--- config.mk ---
export PLATFORM = sky130hd
export DESIGN_NAME = pau_cell
export DESIGN_NICKNAME = d
export VERILOG_FILES = /design/src/rtl/pau_pkg.sv /design/src/rtl/pau_cell.sv
export SDC_FILE = /design/constraint.sdc
export NUM_CORES = 1
export LEC_CHECK = 0
export BUFFER_PORTS_ARGS = -buffer_cell sky130_fd_sc_hd__buf_4
export CORE_UTILIZATION = 40
export CTS_BUF_LIST = sky130_fd_sc_hd__clkbuf_8 sky130_fd_sc_hd__clkbuf_16
export DETAILED_ROUTE_END_ITERATION = 6
export GPL_ROUTABILITY_DRIVEN = 0
export SYNTH_ARGS = -nofsm -noshare
export SYNTH_HDL_FRONTEND = slang
export SYNTH_SLANG_ARGS = --single-unit
--- constraint.sdc ---
create_clock -name clk -period 13.1 [get_ports clk]
set_input_delay 2.62 -clock clk [delete_from_list [all_inputs] [get_ports clk]]
set_output_delay 2.62 -clock clk [all_outputs]
set_load 0.05 [all_outputs]
--- src/rtl/pau_pkg.sv ---
// polynomial arithmetic unit: shared constants, request and result types
// no dependencies

package pau_pkg;

  localparam int MAX_DEGREE = 31;
  localparam int DEPTH      = MAX_DEGREE + 1;
  localparam int IDX_W      = (DEPTH > 1) ? $clog2(DEPTH) : 1;
  localparam int CNT_W      = $clog2(2 * MAX_DEGREE + 1);

  localparam int KIND_W     = 2;
  localparam int FIELD_W    = 5;
  localparam int COEF_W     = 16;
  localparam int OP_W       = 2;
  localparam int POW_W      = 6;
  localparam int ACC_W      = 40;
  localparam int PROD_W     = 2 * COEF_W;

  localparam logic [KIND_W-1:0] KIND_LOAD_FIRST  = 2'd0;
  localparam logic [KIND_W-1:0] KIND_LOAD_SECOND = 2'd1;
  localparam logic [KIND_W-1:0] KIND_START       = 2'd2;

  localparam logic [OP_W-1:0] OP_SUM   = 2'd0;
  localparam logic [OP_W-1:0] OP_DIFF  = 2'd1;
  localparam logic [OP_W-1:0] OP_PROD  = 2'd2;
  localparam logic [OP_W-1:0] OP_DERIV = 2'd3;

  typedef struct packed {
    logic [KIND_W-1:0]        kind;
    logic [FIELD_W-1:0]       power_index;
    logic signed [COEF_W-1:0] coef_value;
    logic [OP_W-1:0]          operation;
    logic [FIELD_W-1:0]       degree_first;
    logic [FIELD_W-1:0]       degree_second;
  } in_req_t;

  typedef struct packed {
    logic [POW_W-1:0]        result_power;
    logic signed [ACC_W-1:0] result_coef;
    logic                    last_coef;
  } out_res_t;

  // broadcast control for the row of cells
  typedef struct packed {
    logic clr;
    logic step;
  } cell_ctl_t;

endpackage

--- src/rtl/pau_cell.sv ---
// one cell of the convolution row: holds one coefficient of each polynomial
// and one partial sum of the transposed multiply-accumulate chain; uses pau_pkg

module pau_cell (
  input  logic                              clk,
  input  pau_pkg::cell_ctl_t                ctl,
  input  logic                              active,
  input  logic                              we_first,
  input  logic                              we_second,
  input  logic signed [pau_pkg::COEF_W-1:0] coef_in,
  input  logic signed [pau_pkg::COEF_W-1:0] x_in,
  input  logic signed [pau_pkg::ACC_W-1:0]  acc_in,
  output logic signed [pau_pkg::ACC_W-1:0]  acc_out,
  output logic signed [pau_pkg::COEF_W-1:0] second_out
);
  import pau_pkg::*;

  logic signed [COEF_W-1:0] first_r;
  logic signed [COEF_W-1:0] second_r;
  logic signed [ACC_W-1:0]  acc_r;
  logic signed [ACC_W-1:0]  acc_nxt;
  logic signed [PROD_W-1:0] prod;

  // coefficient above the degree reads as zero
  assign prod = active ? first_r * x_in : PROD_W'(0);

  always_comb begin
    acc_nxt = acc_r;
    if (ctl.clr) begin
      acc_nxt = '0;
    end else if (ctl.step) begin
      acc_nxt = ACC_W'(prod) + acc_in;
    end
  end

  always_ff @(posedge clk) begin
    if (we_first) begin
      first_r <= coef_in;
    end
    if (we_second) begin
      second_r <= coef_in;
    end
    acc_r <= acc_nxt;
  end

  assign acc_out    = acc_r;
  assign second_out = second_r;

endmodule
After elaboration in Yosys (flattened, before gate mapping)
Index checks and enable logic that the tools add are counted.
{"block": "word_totals", "regBits": 72, "word_cells": 6}
{"block": "classes", "n_addsub": 1, "multipliers": 1, "mux": 1}
{"cell": "adder 32 x 40 -> 40 bit", "n": 1}
{"cell": "multiplier 16 x 16 -> 32 bit", "n": 1}
{"cell": "two-way mux 32 bit", "n": 1}

Depth between registers and ports, before layout
Gate-level depths: netlist of run 1.
{"block": "logic_depth", "ltp_word": 3, "depth_mapped": 35, "mapped_depth_nobuf": 34}

Worst setup path before layout of run 1
No wires, ideal clock.
{"block": "synth_path", "kind": "in2reg", "startpoint": "input port x_in[1] in the netlist's numbering", "endpoint": "register acc_r[39], in the netlist acc_out[39]", "setup_ns": 0.122, "arrival_time_ns": 10.112, "required_ns": 12.978, "path_slack_ns": 2.866, "path_stages": 31, "path_buffers": 1, "path_cell_list": "clkbuf_1 -> nand2_1 -> inv_1 -> fa_1 -> fa_1 -> fa_1 -> fa_1 -> fa_1 -> inv_1 -> fa_1 -> inv_1 -> ha_1 -> a31o_1 -> a2111oi_2 -> o21bai_1 -> a31oi_1 -> o211ai_1 -> a21oi_2 -> xnor2_1 -> and2_2 -> ha_1 -> a21o_1 -> a21o_1 -> a21o_1 -> a21oi_1 -> o22ai_1 -> a41oi_1 -> o21a_1 -> o41a_1 -> a2111oi_2 -> a311o_1"}
{"block": "synth_via", "elab_chain_cells": 3}
{"element": "start, declared", "line": "pau_cell.sv:11", "source": "input logic signed [pau_pkg::COEF_W-1:0] x_in,"}
{"element": "multiplier 16 x 16 -> 32 bit", "line": "pau_cell.sv:25", "source": "assign prod = active ? first_r * x_in : PROD_W'(0);"}
{"element": "two-way mux 32 bit", "line": "pau_cell.sv:25"}
{"element": "adder 32 x 40 -> 40 bit", "line": "pau_cell.sv:32", "source": "acc_nxt = ACC_W'(prod) + acc_in;"}
{"element": "end signal, assigned", "line": "pau_cell.sv:43", "source": "acc_r <= acc_nxt;"}
{"element": "end, declared", "line": "pau_cell.sv:20", "source": "logic signed [ACC_W-1:0] acc_r;"}
No other way between the ends.
A chain may end at the register's enable or synchronous reset.

Final worst setup path of run 1
{"block": "layout_path", "startpoint": "input port x_in[7] in the netlist's numbering", "endpoint": "register acc_r[39], in the netlist acc_out[39]"}
Same word-level chain as after synthesis.

==> results of run 1 <==
-- stage by stage --
stage,setup WS (ns),std cells,area (µm²),utilization (%)
floorplan,2.87,1549,14200,-
global placement,2.16,2093,15600,44.8
detailed placement,2.14,2093,15600,44.8
CTS,2.50,2109,15900,45.7
global route,1.93,2109,15900,45.7
finish,2.44,2109,15900,45.7
-- worst register-to-register path: cells and delay by family (launching register included) --
family,cells,cell delay [ns]
AO/OA/AOI/OAI,11,2.47
adder cells (fa/ha/maj),8,3.75
buffers and inverters,5,0.25
XOR/XNOR,1,0.17
AND/OR/NAND/NOR,9,1.53
flip-flops,1,0.91
-- path summary, 6_finish.rpt --
kind | startpoint | end | slack, ns | depth (start not counted)
worst max register to register | first_r[7]$_DFFE_PP_ | acc_out[39]$_SDFFE_PP0P_ | 3.94 | 34
worst min-delay path | acc_out[16]$_SDFFE_PP0P_ | acc_out[16]$_SDFFE_PP0P_ | 0.46 | 2
worst max-delay path | x_in[7] | acc_out[39]$_SDFFE_PP0P_ | 2.44 | 35
worst min register to register | acc_out[16]$_SDFFE_PP0P_ | acc_out[16]$_SDFFE_PP0P_ | 0.46 | 2
-- logic make-up after synthesis --
group / share of synthesized area [%]
buffers and inverters: 9.17
AO/OA/AOI/OAI: 9.37
flip-flops: 12.4
multiplexers: 1.41
XOR/XNOR: 3.96
AND/OR/NAND/NOR: 15.8
adder cells (fa/ha/maj): 47.9
-- routing by layer --
| layer | vias to the layer above | part of all wire (%) |
|---|---|---|
| met5 | - | 0 |
| met4 | 0 | 2.0 |
| met3 | 40 | 4.0 |
| met2 | 237 | 52 |
| met1 | 5540 | 42 |
| li1 | 5050 | - |
-- final cells by class --
type	instances	share of cell area, %
timing repair buffer	134	6.34
clock buffer	10	1.58
tap	455	3.59
multi-input combinational	1131	70.0
sequential	72	11.1
inverter	301	7.12
clock inverter	6	0.260
-- registers in the layout, indices dropped and copies added (netlist names) --
signal	flops
acc_out	40
first_r	16
second_out	16
-- Yosys cell counts, types with 20 or more instances --
library cell	n	area share, %
a21o_1	31	1.6
a21oi_1	58	2.0
and2_1	130	5.7
clkbuf_1	43	1.1
dfxtp_1	40	5.7
edfxtp_1	32	6.8
fa_1	263	37
ha_1	121	11
inv_1	299	7.9
mux2i_1	20	1.4
nand2_1	155	4.1
nor2_1	107	2.8
o21ai_0	32	1.1
xnor2_1	41	2.5
xor2_1	23	1.4
==> summary.md, run 1 <==
| Metric | Value |
|---|---|
| Outcome | finished clean |
| Max clock buf depth | 2 |
| Via density per instance | 5.15 |
| Initial core utilization | 40.8% |
| Syn-to-layout area delta | 12.0% |
| Global-route met3 utilization | 2.90% |
| Initial antenna violation count | 1 |
| # Post-CTS Setup Buffers | 0 |
| Layout cells sized above 1 | 9.67% |
| Largest fanout on the critical path | 16 |
| Worst EP required | 13.36 ns |
| Die area | 36200 µm² |
| Crit Path Class | input pin to flop |
| Met1 usage in global routing | 28.4% |
| Yosys warning count | 0 |
| Sequential area share after synthesis | 12.4% |
| Final #Nets | 2111 |
| Clk pin slew, worst setup/hold paths | 0.07 ns |
| Fillers | 3383 |
| Pre-Repair DR Iteration Count | 5 |
| Largest net degree at the start of global routing | 41 |
| Syn nets | 2011 |
| Hpwl dp | 30.3 mm |
| PortBufs | 133 |
| Worst EP arrival | 10.92 ns |
| Row cnt | 68 |
| Setup TNS | 0 ns |
| Routed wire length | 37.0 mm |
| First-pass GRT wire length | 60.8 mm |
| Post-Syn Area | 14200 µm² |
| Multi-input logic area | 11100 µm² |
| Vias in the first global route | 11600 |
| Ys flop type | dfxtp_1 |
| Clock root cell | clkbuf_16 |
| Max-slew headroom | 43.2% |
| Number of synthesized register bits | 72 |
| # resized after CTS | 0 |
| CP endpoint kind | flop |
| Most frequent cells in the layout | 300 x inv_1, 263 x fa_1, 155 x nand2_1 |
| Most used cell, CP | fa_1 |
| CP max-delay cell | fa_1 |
| DRC errors left | 0 |
| Clk_skew | 0.0117 ns |
| Die Y | 190 µm |
| Mean Syn Cell Area | 9.14 µm² |
| Via Count | 10900 |
| Ports | 134 |
| CTS tree | yes |
| Post-synth EDFFs | 32 |
| Met2 usage | 38.0% |
| Part of the cycle the worst path needs | 81.4% |
| Post-route ant nets | 0 |
| Die width | 190 µm |
| Core box area | 34700 µm² |
| Drt wl/cell | 17.5 µm |
| Setup-failing EPs final | 0 |
| Worst-Skew Late Latency | 0.37 ns |
| CTS Hold Bufs | 0 |
| TritonCTS Sinks | 72 |
| Critical Path Max Stage Delay | 0.56 ns |
| MaxCap Viol Count | 0 |
| Setup crit start kind | input pin |
| Max Clk Rate | 93.8 MHz |
| Most Crowded Layer GR | met2 |
| Global Route Usage Sum | 21.8% |
| Tmin final | 10.66 ns |
| Register area | 1760 µm² |
| H-tree Lvls | 3 |
| Commonest non-fill, non-tap cell in the layout | inv_1 |
| Max-slew violation count | 0 |
| Iteration-0 DRC Markers | 472 |
| CTS buffer count | 9 |
| Least-Margin Pin Slew | 0.852 ns |
| Synth Instances | 1549 |
| N_diodes | 0 |
| Netlist cell types | 61 |
| Hold Fails Final Rpt | 0 |
| Unrepaired setup endpoints after global routing | false |
| Buf/Inv on CP | 6 |
| FFs w/ async S/R, synth | 0% |
| Hold WC Path Type | flop to flop |
| Delay-heaviest family, CP | adder cells |
| Gr ovfl total | 0 |
| Worst hold margin | 0.462 ns |
Power of run 1 is left out: the tool's default activity adds up to more than one toggle a clock period on the data nets, which glitch-free logic cannot reach.
==> run 2, diff against run 1 <==
==> constraint.sdc (replaced) <==
create_clock -name clk -period 9.22 [get_ports clk]
set_input_delay 1.844 -clock clk [delete_from_list [all_inputs] [get_ports clk]]
set_output_delay 1.844 -clock clk [all_outputs]
set_load 0.05 [all_outputs]
==> summary.md, run 2 (same netlist as run 1, synthesis figures left out) <==
| Metric | Value |
|---|---|
| Outcome | finished clean |
| Layout cells sized above 1 | 23.4% (+14 points) |
| Ports | 134 (unchanged) |
| Max reg flops | 40 (unchanged) |
| Hpwl dp | 30.9 mm (+2.0%) |
| Setup crit start kind | input pin |
| Most used cell, CP | fa_1 |
| Iteration-0 DRC Markers | 533 (+13%) |
| DRC errors left | 0 (unchanged) |
| Critical Path Max Stage Delay | 0.54 ns (-0.02 ns) |
| TritonCTS Sinks | 72 (unchanged) |
| Via Count | 11400 (+5.2%) |
| Fin area | 17800 µm² (+12%) |
| CP max-delay cell | fa_1 |
| Max clock buf depth | 2 (unchanged) |
| Vias in the first global route | 12000 (+3.8%) |
| Post-route ant nets | 0 (unchanged) |
| Clock root cell | clkbuf_16 |
| Max-slew headroom | 46.1% (+2.9 points) |
| CP endpoint kind | flop |
| Least-Margin Pin Slew | 0.808 ns (-0.0441 ns) |
| Slack of the critical path | 0.164 ns (-2.28 ns) |
| Worst EP arrival | 9.32 ns (-1.60 ns) |
| Syn-to-layout area delta | 25.7% |
| Gr ovfl total | 0 (unchanged) |
| Die Y | 190 µm (unchanged) |
| Die area | 36200 µm² (unchanged) |
| Drt wl/cell | 16.2 µm (-7.9%) |
| Global Route Usage Sum | 21.4% (-0.40 points) |
| First-pass GRT wire length | 60.7 mm (-0.15%) |
| Hold WC Path Type | flop to flop |
| CTS buffer count | 9 (unchanged) |
| Routed wire length | 37.0 mm (about the same) |
| CTS tree | yes |
| Largest fanout on the critical path | 8 (-8) |
| Clk_skew | 0.0112 ns (-0.000510 ns) |
| Unrepaired setup endpoints after global routing | true |
| Initial core utilization | 40.8% (unchanged) |
| Clk pin slew, worst setup/hold paths | 0.07 ns (about the same) |
| Hold Fails Final Rpt | 0 (unchanged) |
| Final #Nets | 2292 (+8.6%) |
| MaxCap Viol Count | 0 (unchanged) |
| Fillers | 3287 (-2.8%) |
| Crit Path Class | input pin to flop |
| Worst-Skew Late Latency | 0.38 ns (about the same) |
| Via density per instance | 4.99 (-3.1%) |
| Setup-failing EPs final | 0 (unchanged) |
| H-tree Lvls | 3 (unchanged) |
| CTS Hold Bufs | 0 (unchanged) |
| Row cnt | 68 (unchanged) |
| Setup TNS | 0 ns (unchanged) |
| Core box area | 34700 µm² (unchanged) |
| Max-slew violation count | 0 (unchanged) |
| Worst EP required | 9.48 ns (-3.88 ns) |
| Largest net degree at the start of global routing | 41 (unchanged) |
| N_diodes | 0 (unchanged) |
| Initial antenna violation count | 0 (-1) |
| Tmin final | 9.06 ns |
| Area post-placement | 16900 µm² (+8.6%) |
| Part of the cycle the worst path needs | 98.2% |
| Max Clk Rate | 110 MHz |
| Commonest non-fill, non-tap cell in the layout | buf_4 |
| Die width | 190 µm (unchanged) |
| Pre-CTS WS | -0.442 ns (-2.58 ns) |
| PortBufs | 133 (unchanged) |
| Pre-Repair DR Iteration Count | 5 (unchanged) |
| Most frequent cells in the layout | 304 x buf_4, 291 x inv_1, 255 x fa_1 |
==> run 2: cell count changes in the layout (fill, tap and decap cells not counted), sizes merged <==
cell      previous run  this run
buf                134       315
bufinv               0         1
clkinv               5         2
clkinvlp             0         1
inv                302       303
==> run 2: cell type report <==
cell class                 instances  area, µm²  area share (%)
clock inverter                     6       78.8           0.443
sequential                        72       1760            9.90
clock buffer                      10        250            1.41
multi-input combinational       1131      11600            65.1
timing repair buffer             315       2420            13.6
inverter                         301       1130            6.37
tap                              455        569            3.20
==> run 2: final timing paths <==
path                       startpoint                        to  slack (ns)  depth (start not counted)
max                          x_in[11]  acc_out[39]$_SDFFE_PP0P_        0.16                         34
min reg2reg  acc_out[16]$_SDFFE_PP0P_  acc_out[16]$_SDFFE_PP0P_        0.46                          2
max reg2reg      first_r[6]$_DFFE_PP_  acc_out[39]$_SDFFE_PP0P_        0.88                         32
min          acc_out[16]$_SDFFE_PP0P_  acc_out[16]$_SDFFE_PP0P_        0.46                          2
==> run 2: critical path: cells and delay by family <==
kind / cells / cell delay, ns
xor gates and xnor gates: 1 / 0.15
and+or+nand+nor: 8 / 1.08
buffers and inverters: 8 / 0.71
adders and majority gates: 8 / 3.62
AOI/OAI and AO/OA: 9 / 1.90
==> run 2: what timing repair did <==
| item | CTS | global route |
|---|---|---|
| setup endpoints to repair | 2 | 16 |
| gates resized for setup | 4 | 106 |
| pin swaps | 5 | 84 |
| setup buffers | 0 | 10 |
==> run 2: per-stage QoR <==
step,utilization (%),instances,hold WS [ns]
global route,51.3,2290,0.492
finish,51.3,2290,0.459
CTS,49.7,2280,0.459
global placement,48.7,2264,0.443
detailed placement,48.7,2264,0.447
floorplan,-,1549,0.670
==> run 2: layer usage <==
layer	GRT usage, %	wire [µm]	part of all wire [%]	up-vias
met5	0	0	0	-
met4	5.75	692	1.9	0
met3	2.51	1020	2.8	39
met2	37.2	19100	52	214
met1	28.2	16200	44	5783
li1	-	-	-	5399
Power of run 2 is left out for the same reason.
==> run 3, diff against run 2 <==
--- a/config.mk
+++ b/config.mk
@@ -5,6 +5,7 @@
 export SDC_FILE = /design/constraint.sdc
 export NUM_CORES = 1
 export LEC_CHECK = 0
+export ABC_AREA = 1
 export BUFFER_PORTS_ARGS = -buffer_cell sky130_fd_sc_hd__buf_4
 export CORE_UTILIZATION = 40
 export CTS_BUF_LIST = sky130_fd_sc_hd__clkbuf_8 sky130_fd_sc_hd__clkbuf_16
==> summary.md, run 3 <==
| Metric | Value |
|---|---|
| Outcome | finished clean |
| Buf/Inv on CP | 8 (unchanged) |
| Syn nets | 2612 (+30%) |
| Most frequent cells in the layout | 577 x inv_1, 475 x nand2_1, 261 x fa_1 |
| Gr ovfl total | 0 (unchanged) |
| TritonCTS Sinks | 72 (unchanged) |
| Initial core utilization | 40.7% (-0.10 points) |
| Max reg flops | 40 (unchanged) |
| Worst EP required | 9.47 ns (about the same) |
| Synth Area in XOR/XNOR | 1.61% (-2.4 points) |
| DRC errors left | 0 (unchanged) |
| Compound-cell area share of the yosys netlist | 8.47% (-0.91 points) |
| Met2 usage | 39.1% (+1.9 points) |
| Clock root cell | clkbuf_16 |
| Most frequent cell after synthesis | inv_1 |
| Clk pin slew, worst setup/hold paths | 0.07 ns (about the same) |
| Die area | 40300 µm² (+11%) |
| CP endpoint kind | flop |
| Crit path to | acc_out[29]$_SDFFE_PP0P_ |
| Synth top area cells | fa_1 33%, inv_1 14%, nand2_1 11% |
| Hold Fails Final Rpt | 0 (unchanged) |
| Netlist cell types | 43 (-30%) |
| Initial antenna violation count | 0 (unchanged) |
| Pre-Repair DR Iteration Count | 7 (+2) |
| Post-synth EDFFs | 32 (unchanged) |
| Worst EP arrival | 9.08 ns (-0.24 ns) |
| Number of synthesized register bits | 72 (unchanged) |
| Final #Nets | 2688 (+17%) |
| Synth top area share | 33.3% (-3.9 points) |
| Cells after DPL | 2733 (+21%) |
| Most Crowded Layer GR | met2 |
| MaxCap Viol Count | 0 (unchanged) |
| Vias in the first global route | 13900 (+16%) |
| Setup crit start kind | input pin |
| Drt wl/cell | 15.9 µm (-1.4%) |
| Critical Path Source | x_in[1] |
| Post-Syn Area | 15800 µm² (+12%) |
| Die width | 201 µm (+5.6%) |
| First-pass GRT wire length | 72.4 mm (+19%) |
| Dominant cell type by area after synthesis | fa_1 |
| Max-slew headroom | 43.4% (-2.7 points) |
| PortBufs | 133 (unchanged) |
| Synth Area in Simple Gates | 20.3% (+4.5 points) |
| Largest fanout on the critical path | 16 (+8) |
| Via density per instance | 4.89 (-2.1%) |
| FFs w/ async S/R, synth | 0% (unchanged) |
| Clk_skew | 0.0160 ns (+0.00485 ns) |
| CTS tree | yes |
| RR Endpoint | acc_out[29]$_SDFFE_PP0P_ |
| Met1 usage in global routing | 30.8% (+2.7 points) |
| Synth top cells by count | 575 x inv_1, 475 x nand2_1, 263 x fa_1, 184 x nor2_1, 121 x ha_1 |
| Delay-heaviest family, CP | adder cells |
| Main combinational cell family by area after synthesis | adder cells |
| CP max-delay cell | fa_1 |
| Global Route Usage Sum | 22.7% (+1.3 points) |
| Yosys warning count | 0 (unchanged) |
| CTS Hold Bufs | 0 (unchanged) |
| Hpwl dp | 36.8 mm (+19%) |
| Max-slew violation count | 0 (unchanged) |
| Synth Instances | 2150 (+39%) |
| Crit Path Class | input pin to flop |
| CP Depth | 33 (-2.9%) |
| Global-route met3 utilization | 2.24% (-0.27 points) |
| Row cnt | 72 (+5.9%) |
| Least-Margin Pin Slew | 0.849 ns (+0.0404 ns) |
| # Post-CTS Setup Buffers | 0 (unchanged) |
| Iteration-0 DRC Markers | 981 (+84%) |
| Max Clk Rate | 113 MHz (+2.6%) |
| # resized after CTS | 0 (-4) |
| Largest net degree at the start of global routing | 59 (+44%) |
| Area share of fa/ha/maj cells after synthesis | 42.9% (-5.0 points) |
| Part of the cycle the worst path needs | 95.8% (-2.5 points) |
| Finished Layout Cells | 2748 (+20%) |
| Max clock buf depth | 2 (unchanged) |
| Post-synthesis mux area share | 0% (-1.4 points) |
| Reg2reg path depth | 32 (unchanged) |
| Commonest non-fill, non-tap cell in the layout | inv_1 |
| Die Y | 201 µm (+5.6%) |
| RR Startpoint | first_r[15]$_DFFE_PP_ |
| Setup-failing EPs final | 0 (unchanged) |
| Routed wire length | 43.8 mm (+18%) |
| Ys flop type | dfxtp_1 |
| H-tree Lvls | 3 (unchanged) |
| Core box area | 38800 µm² (+12%) |
| Layout cells sized above 1 | 9.82% (-14 points) |
| Critical Path Max Stage Delay | 0.63 ns (+0.09 ns) |
| Hold WC Path Type | flop to flop |
| CTS buffer count | 9 (unchanged) |
| Sequential area share after synthesis | 11.2% (-1.3 points) |
| Flop2flop setup slack | 1.29 ns (+0.41 ns) |
| Post-route ant nets | 0 (unchanged) |
| Syn-to-layout area delta | 10.7% |
| Tmin final | 8.83 ns (-0.227 ns) |
| N_diodes | 0 (unchanged) |
| Via Count | 13400 (+17%) |
| Ports | 134 (unchanged) |
| Mean Syn Cell Area | 7.35 µm² (-20%) |
| Worst-Skew Late Latency | 0.36 ns (-0.02 ns) |
-- run 3: cell types whose count changed after synthesis, moves of 34 or more --
cell / previous run / this run
inv_1: 299 / 575
o21ai_0: 32 / 71
nand3_1: 9 / 51
a21oi_1: 58 / 92
xnor2_1: 41 / 6
nand2_1: 155 / 475
nor2_1: 107 / 184
and2_1: 130 / 0
-- run 3: worst reg2reg max path: cells and delay by family, from the launching register on --
kind / cells / cell delay [ns]
AO/OA/AOI/OAI: 3 / 0.72
adder cells (fa/ha/maj): 8 / 3.67
buffers and inverters: 7 / 0.67
flip-flops: 1 / 0.77
AND/OR/NAND/NOR: 14 / 1.99
-- run 3: through the flow --
step	hold slack (ns)	cell area, µm²	setup TNS (ns)	util (%)	setup WS, ns
floorplan	0.746	15800	0	-	0.698
global placement	0.473	17200	-0.0215	44.3	-0.0189
detailed placement	0.487	17200	0	44.3	0.0399
CTS	0.504	17500	0	45.0	0.388
global route	0.526	17500	-0.00196	45.1	-0.00196
finish	0.495	17500	0	45.1	0.391
-- run 3: how the worst min path moves through the flow --
stage | to | depth (start not counted) | startpoint | slack, ns
2_1_floorplan | acc_out[0]$_SDFFE_PP0P_ | 2 | acc_out[0]$_SDFFE_PP0P_ | 0.75
3_3_place_gp | acc_out[31]$_SDFFE_PP0P_ | 2 | acc_out[31]$_SDFFE_PP0P_ | 0.47
3_5_place_dp | acc_out[17]$_SDFFE_PP0P_ | 2 | acc_out[17]$_SDFFE_PP0P_ | 0.49
4_1_cts | acc_out[31]$_SDFFE_PP0P_ | 2 | acc_out[31]$_SDFFE_PP0P_ | 0.50
5_1_grt | acc_out[17]$_SDFFE_PP0P_ | 2 | acc_out[17]$_SDFFE_PP0P_ | 0.53
6_report | acc_out[31]$_SDFFE_PP0P_ | 2 | acc_out[31]$_SDFFE_PP0P_ | 0.49
-- run 3: layout make-up --
type	instances	area, µm²
Clock buffer	10	250
Clock inverter	5	23.8
Fill cell	3909	21300
Inverter	582	2180
Multi-Input combinational cell	1423	11600
Sequential cell	72	1760
Tap cell	518	648
Timing Repair Buffer	138	1040
-- run 3: routing by layer --
metal / vias up / routed length [µm]
li1: 6493 / -
met2: 417 / 21000
met5: - / 0
met4: 0 / 757
met1: 6466 / 19700
met3: 60 / 2310
-- run 3: kinds of logic (layout without fill, tap and decap cells) --
group                    after synthesis  count (layout)
AO/OA/AOI/OAI                        234             234
XOR/XNOR                              29              29
adder cells (fa/ha/maj)              384             384
buffers and inverters                655             735
flip-flops                            72              72
AND/OR/NAND/NOR                      776             776
Power of run 3 is left out for the same reason.
